File: src/rtl/mts_pkg.sv
// Package for the min tracking stack.
// Holds the depth, widths, command and status codes, and the entry and shift types.
// No dependencies.
`timescale 1ns / 1ps

package mts_pkg;

	localparam int DEPTH  = 16;
	localparam int VAL_W  = 32;
	localparam int CNT_W  = $clog2(DEPTH + 1);
	localparam int FILL_W = 5;
	localparam int CMD_W  = 2;
	localparam int STAT_W = 2;

	typedef logic [CMD_W-1:0]  cmd_t;
	typedef logic [STAT_W-1:0] status_t;
	typedef logic [CNT_W-1:0]  count_t;

	localparam cmd_t CMD_PUSH = 2'd0;
	localparam cmd_t CMD_POP  = 2'd1;

	localparam status_t ST_OK       = 2'd0;
	localparam status_t ST_OVERFLOW = 2'd1;
	localparam status_t ST_EMPTY    = 2'd2;

	typedef struct packed {
		logic signed [VAL_W-1:0] value;
		logic signed [VAL_W-1:0] mval;
	} entry_t;

	typedef struct packed {
		logic push;
		logic pop;
	} shift_ctl_t;

endpackage

File: src/rtl/mts_cell.sv
// One stack cell: holds one entry, loads from the cell above on push,
// from the cell below on pop. Depends on mts_pkg.
`timescale 1ns / 1ps

module mts_cell
	import mts_pkg::*;
(
	input  logic       clk,
	input  shift_ctl_t ctl,
	input  entry_t     from_up,
	input  entry_t     from_down,
	output entry_t     entry
);

	entry_t entry_q;

	always_ff @(posedge clk) begin
		priority if (ctl.push) begin
			entry_q <= from_up;
		end else if (ctl.pop) begin
			entry_q <= from_down;
		end else begin
			entry_q <= entry_q;
		end
	end

	assign entry = entry_q;

endmodule

File: src/rtl/mts_ctrl.sv
// Stack control: request handshake, fill count, new entry and min update,
// result register. Depends on mts_pkg.
`timescale 1ns / 1ps

module mts_ctrl
	import mts_pkg::*;
(
	input  logic                     clk,
	input  logic                     arst_n,
	input  logic                     req_valid,
	output logic                     req_stall,
	input  cmd_t                     cmd,
	input  logic signed [VAL_W-1:0]  push_value,
	input  entry_t                   top_entry,
	input  entry_t                   next_entry,
	output shift_ctl_t               ctl,
	output entry_t                   new_entry,
	output logic                     rsp_valid,
	input  logic                     rsp_stall,
	output logic signed [VAL_W-1:0]  top_value,
	output logic signed [VAL_W-1:0]  min_value,
	output count_t                   count,
	output status_t                  status,
	output logic                     is_empty
);

	count_t                  count_q;
	logic                    rsp_valid_q;
	logic signed [VAL_W-1:0] top_q;
	logic signed [VAL_W-1:0] min_q;
	count_t                  cnt_rsp_q;
	status_t                 status_q;
	logic                    empty_rsp_q;

	logic                    accept;
	logic                    full;
	logic                    empty;
	logic                    less;
	count_t                  count_nxt;
	status_t                 status_nxt;
	logic signed [VAL_W-1:0] top_nxt;
	logic signed [VAL_W-1:0] min_nxt;

	assign req_stall = rsp_valid_q && rsp_stall;
	assign accept    = req_valid && !req_stall;
	assign full      = (count_q == CNT_W'(DEPTH));
	assign empty     = (count_q == '0);
	assign less      = (push_value < top_entry.mval);

	assign ctl.push  = accept && (cmd == CMD_PUSH) && !full;
	assign ctl.pop   = accept && (cmd == CMD_POP) && !empty;

	assign new_entry.value = push_value;
	assign new_entry.mval  = (!empty && !less) ? top_entry.mval : push_value;

	always_comb begin
		count_nxt  = count_q;
		status_nxt = ST_OK;
		top_nxt    = empty ? '0 : top_entry.value;
		min_nxt    = empty ? '0 : top_entry.mval;
		priority if (ctl.push) begin
			count_nxt = count_q + 1'b1;
			top_nxt   = new_entry.value;
			min_nxt   = new_entry.mval;
		end else if (ctl.pop) begin
			count_nxt = count_q - 1'b1;
			if (count_q == CNT_W'(1)) begin
				top_nxt = '0;
				min_nxt = '0;
			end else begin
				top_nxt = next_entry.value;
				min_nxt = next_entry.mval;
			end
		end else if (cmd == CMD_PUSH) begin
			status_nxt = ST_OVERFLOW;
		end else if (cmd == CMD_POP) begin
			status_nxt = ST_EMPTY;
		end else begin
			status_nxt = ST_OK;
		end
	end

	always_ff @(posedge clk or negedge arst_n) begin
		if (!arst_n) begin
			count_q     <= '0;
			rsp_valid_q <= 1'b0;
		end else begin
			if (accept) begin
				count_q     <= count_nxt;
				rsp_valid_q <= 1'b1;
			end else if (!rsp_stall) begin
				rsp_valid_q <= 1'b0;
			end
		end
	end

	always_ff @(posedge clk) begin
		if (accept) begin
			top_q       <= top_nxt;
			min_q       <= min_nxt;
			cnt_rsp_q   <= count_nxt;
			status_q    <= status_nxt;
			empty_rsp_q <= (count_nxt == '0);
		end
	end

	assign rsp_valid = rsp_valid_q;
	assign top_value = top_q;
	assign min_value = min_q;
	assign count     = cnt_rsp_q;
	assign status    = status_q;
	assign is_empty  = empty_rsp_q;

endmodule

File: src/rtl/min_tracking_stack.sv
// Min tracking stack: LIFO of signed values with running minimum per entry.
// Responses are registered, valid in the next cycle; one request per cycle
// while the response side does not stall. The stack is a row of shifting cells,
// top entry in the first cell. Reset clears the fill count and response valid;
// cell contents are not cleared. Depends on mts_pkg, mts_cell, mts_ctrl.
`timescale 1ns / 1ps

module min_tracking_stack
	import mts_pkg::*;
(
	input  logic                     clk,
	input  logic                     arst_n,
	input  logic                     req_valid,
	output logic                     req_stall,
	input  logic [CMD_W-1:0]         cmd,
	input  logic signed [VAL_W-1:0]  push_value,
	output logic                     rsp_valid,
	input  logic                     rsp_stall,
	output logic signed [VAL_W-1:0]  top_value,
	output logic signed [VAL_W-1:0]  min_value,
	output logic [FILL_W-1:0]        fill_count,
	output logic [STAT_W-1:0]        status,
	output logic                     is_empty
);

	shift_ctl_t ctl;
	entry_t     new_entry;
	entry_t     cells [DEPTH];
	entry_t     next_entry;
	count_t     count;

	assign next_entry = cells[1];

	mts_ctrl u_ctrl (
		.clk        (clk),
		.arst_n     (arst_n),
		.req_valid  (req_valid),
		.req_stall  (req_stall),
		.cmd        (cmd),
		.push_value (push_value),
		.top_entry  (cells[0]),
		.next_entry (next_entry),
		.ctl        (ctl),
		.new_entry  (new_entry),
		.rsp_valid  (rsp_valid),
		.rsp_stall  (rsp_stall),
		.top_value  (top_value),
		.min_value  (min_value),
		.count      (count),
		.status     (status),
		.is_empty   (is_empty)
	);

	for (genvar i = 0; i < DEPTH; i++) begin : g_cell
		entry_t up;
		entry_t down;
		if (i == 0) begin : g_first
			assign up = new_entry;
		end else begin : g_mid
			assign up = cells[i-1];
		end
		if (i == DEPTH - 1) begin : g_last
			assign down = '0;
		end else begin : g_inner
			assign down = cells[i+1];
		end
		mts_cell u_cell (
			.clk       (clk),
			.ctl       (ctl),
			.from_up   (up),
			.from_down (down),
			.entry     (cells[i])
		);
	end

	assign fill_count = FILL_W'(count);

endmodule

File: config.mk
export PLATFORM = sky130hd
export DESIGN_NAME = min_tracking_stack
export DESIGN_NICKNAME = d
export VERILOG_FILES = /design/src/rtl/mts_pkg.sv /design/src/rtl/mts_cell.sv /design/src/rtl/mts_ctrl.sv /design/src/rtl/min_tracking_stack.sv
export SDC_FILE = /design/constraint.sdc
export NUM_CORES = 2
export LEC_CHECK = 0
export BUFFER_PORTS_ARGS = -buffer_cell sky130_fd_sc_hd__buf_2
export CORE_UTILIZATION = 45
export CTS_CLUSTER_SIZE = 25
export DETAILED_ROUTE_END_ITERATION = 8
export SYNTH_ARGS = -nofsm -noshare
export SYNTH_HDL_FRONTEND = slang
export SYNTH_SLANG_ARGS = --single-unit
export TNS_END_PERCENT = 50
File: constraint.sdc
create_clock -name clk -period 29.7 [get_ports clk]
set_clock_uncertainty 0.05 [all_clocks]
set_input_delay 2.97 -clock clk [delete_from_list [all_inputs] [get_ports clk]]
set_output_delay 2.97 -clock clk [all_outputs]
set_load 0.01 [all_outputs]
==> key figures <==
Die
  • Ports: 112
  • Die Span Y: between 300 and 400 µm
  • Die W: 326 µm
  • Starting Density: 0.456
  • Core area: 104,000 µm²
  • Row count: 118
  • Die Area: around 110,000 µm²

Drt
  • Routed wire length: slightly above 100,000 µm
  • Detailed Route Iter0 Violations: 3,307
  • Via/cell ratio: 5.10
  • DR pass1 iterations: 5
  • Routed wl met2: 44,400 µm
  • # DRC: 0
  • Post-route ant nets: 0
  • Per-cell routed wire length: 16.7 µm
  • Met3 WL post-DR: about 5200 µm
  • Max layer used: met5
  • DRT met1 WL: approximately 49,000 µm
  • Total number of vias: roughly 31k

Layout
  • Final-stage net count: 4,648
  • Final core occ: 0.506
  • Share of cells above drive strength 1: 0.0689
  • Area grow syn2layout: 11.0%
  • Design area: between 50,000 and 60,000 µm²

Power
  • Switch Pwr: 872 µW
  • Sequential share of power: 0.531
  • Sw frac: 0.242
  • Combinational Power Share: 0.082
  • Clk network pwr share: 0.387
  • Leakage power: approximately 22 nW
  • PD cells: ~68 nW/µm²
  • VDD IR max: 52.1 µV
  • Design Power: 3.60 mW
  • Internal power: 2.73 mW

Worst hold path
  • Min-delay worst type: flip-flop to flip-flop
  • Worst Hold Launch: g_cell[15].u_cell.entry[32]

Global routing
  • GRT overflow: 0
  • Largest net degree at the start of global routing: 219
  • Vias in the first global route: approximately 28k
  • First-pass GRT wire length: 160,000 µm
  • Tot GR Track Use: 0.186
  • Initial antenna violation count: 5

Critical path
  • Cell Chain, Critical Path: buf_2, a311oi_4, buf_4, nand2_4, nand2_4, buf_4, buf_4, buf_4, buf_4, buf_4
  • Slowest stage cell, crit path: buf_4
  • Startpoint types: primary input
  • CP dominant cell by count: buf_4
  • CP Class: primary input to flip-flop
  • Worst r2r src: u_ctrl.count_q[0]
  • Critical path peak fanout: 79
  • CP required: 29.97 ns
  • Critical Path End Type: flip-flop
  • Worst Path Arrival: between 8 and 9 ns
  • Slowest stage delay, CP: 0.89 ns
  • CP startpoint: cmd[0]

Clock network
  • Clock transition at path regs: 0.06 ns
  • Hold_buf cts: 0
  • TritonCTS Sinks: 1,102
  • Worst-Skew Late Latency: 0.70 ns
  • Post-CTS setup buffers: 0
  • Clock Tree Buf Depth: 3
  • CTS tree: done
  • Root buf cell: clkbuf_16
  • Post_cts resized: 0
  • H-tree levels: 3
  • Cts bufs inserted: 114

Synth
  • Synth area leader: edfxtp_1
  • Synth cell types: 39
  • Synth top area share: 0.695
  • Ys flop type: edfxtp_1
  • Dominant cell by count in the synthesized netlist: nand2_1
  • Syn nets: around 4.6k
  • Top cells by count, synth: nand2_1, edfxtp_1, clkbuf_1
  • Yosys warnings: 0
  • Cells after synthesis: 4,566
  • Post-Syn Area: around 47,000 µm²
  • EDFF count, synth: ~1.1k
  • Top area cells in the synthesized netlist: edfxtp_1, nand2_1, clkbuf_1, buf_2, ha_1
  • Register bit total from synthesis: 1,102
  • Synth Area per Inst: about 10 µm²
  • Sequential area share after synthesis: 0.698
  • Asr flop ratio synth: 0.00544

STA
  • Slack of the critical path: 21.11 ns
  • RSZ-0062 raised after global routing: no
  • Final number of setup-violating endpoints: 0
  • Fmax: 116 MHz
  • Max-slew violations: 0
  • Tmin final: 8.59 ns
  • Setup TNS: 0 ns
  • Period utilisation layout: 0.289
  • Slew at the pin closest to its max-slew limit: 1.23 ns
  • Final hold viol count: 0
  • Max-slew headroom: 0.181

Placed design
  • Area after DPL: around 49,000 µm²
  • Post-DP HPWL: ~60,000 µm
  • IO Port Bufs: 111
  • Routability congestion estimate: between 0.7 and 0.8
  • DP Worst Slack: between 20 and 25 ns

Status
  • Status: finished clean

Job
  • Max_cap viols: 0
## worst paths after layout
check | cells past startpoint | slack (ns) | to
max in group asynchronous | 1 | 27.39 | u_ctrl.count_q[0]
worst min-delay path | 2 | 0.46 | g_cell[14].u_cell.entry[32]
worst max-delay path | 10 | 21.11 | g_cell[13].u_cell.entry[17]
worst max register to register | 11 | 22.62 | g_cell[13].u_cell.entry[17]
min in group asynchronous | 1 | 2.05 | u_ctrl.rsp_valid
worst min register to register | 2 | 0.46 | g_cell[14].u_cell.entry[32]
## stage by stage
stage	std cells	hold slack [ns]
final	6053	0.456
after global routing	6051	0.480
after CTS	6051	0.456
after detailed placement	5840	0.450
after global placement	5840	0.443
after floorplan	4566	0.441
## power by group through the flow
stage	combinational (mW)	clock, mW	sequential, mW
2_1_floorplan	0.203	0	2.05
3_3_place_gp	0.292	0	1.94
3_5_place_dp	0.297	0	1.94
4_1_cts	0.298	1.43	1.91
5_1_grt	0.332	1.48	1.92
6_report	0.295	1.39	1.91
## final cells by class
cell class,instances,area [µm²]
Fill cell,9470,51400
Sequential cell,1102,33100
Tap cell,1380,1730
Clock buffer,147,3100
Clock inverter,64,502
Inverter,37,144
Antenna cell,2,5.00
Multi-Input combinational cell,3173,13100
Timing Repair Buffer,148,908
## registers in the layout, indices dropped and copies added, names as in the netlist
signal / flops
u_ctrl.count_q: 5
u_ctrl.rsp_valid: 1
u_ctrl.is_empty: 1
u_ctrl.status: 2
g_cell.u_cell.entry: 1024
u_ctrl.count: 5
u_ctrl.top_value: 32
u_ctrl.min_value: 32
## cell families after synthesis
family          Yosys count  synth area share
compound gates          197            0.0273
xor+xnor                  6           0.00111
fa+ha+maj                34           0.00898
buf+inv                 291            0.0258
flops                  1102             0.698
mux                       6           0.00156
simple gates           2930             0.237
## metal layers
layer	vias to the layer above	GRT usage
met5	-	0
met1	14800	0.283
met4	2	0.0669
met3	133	0.0261
li1	15200	-
met2	701	0.272
## cells in the final DEF (no fill, tap or decap), types with 3 or more instances in the layout
cell type,n
nand2_1,2800
edfxtp_1,1096
clkbuf_16,118
buf_2,111
o21ai_0,73
and3_1,64
inv_1,36
a22oi_1,35
ha_1,34
nand3_1,32
o211ai_1,31
buf_4,31
o221ai_1,30
clkinv_2,27
clkbuf_1,25
clkinv_1,22
a21oi_1,14
nor2_1,13
bufinv_16,6
buf_12,6
dfrtp_1,6
nand4_1,4
mux2i_1,4
xnor2_1,4
o22ai_1,4
clkinvlp_4,4
clkbuf_8,4
nor3_1,3
a211oi_1,3
## critical path: cells and delay by family
family / cells / cell delay (ns)
buffers and inverters: 7 / 4.41
and+or+nand+nor: 2 / 1.02
AOI/OAI and AO/OA: 1 / 0.26
Note: power is estimated with default switching activity, not from simulation.
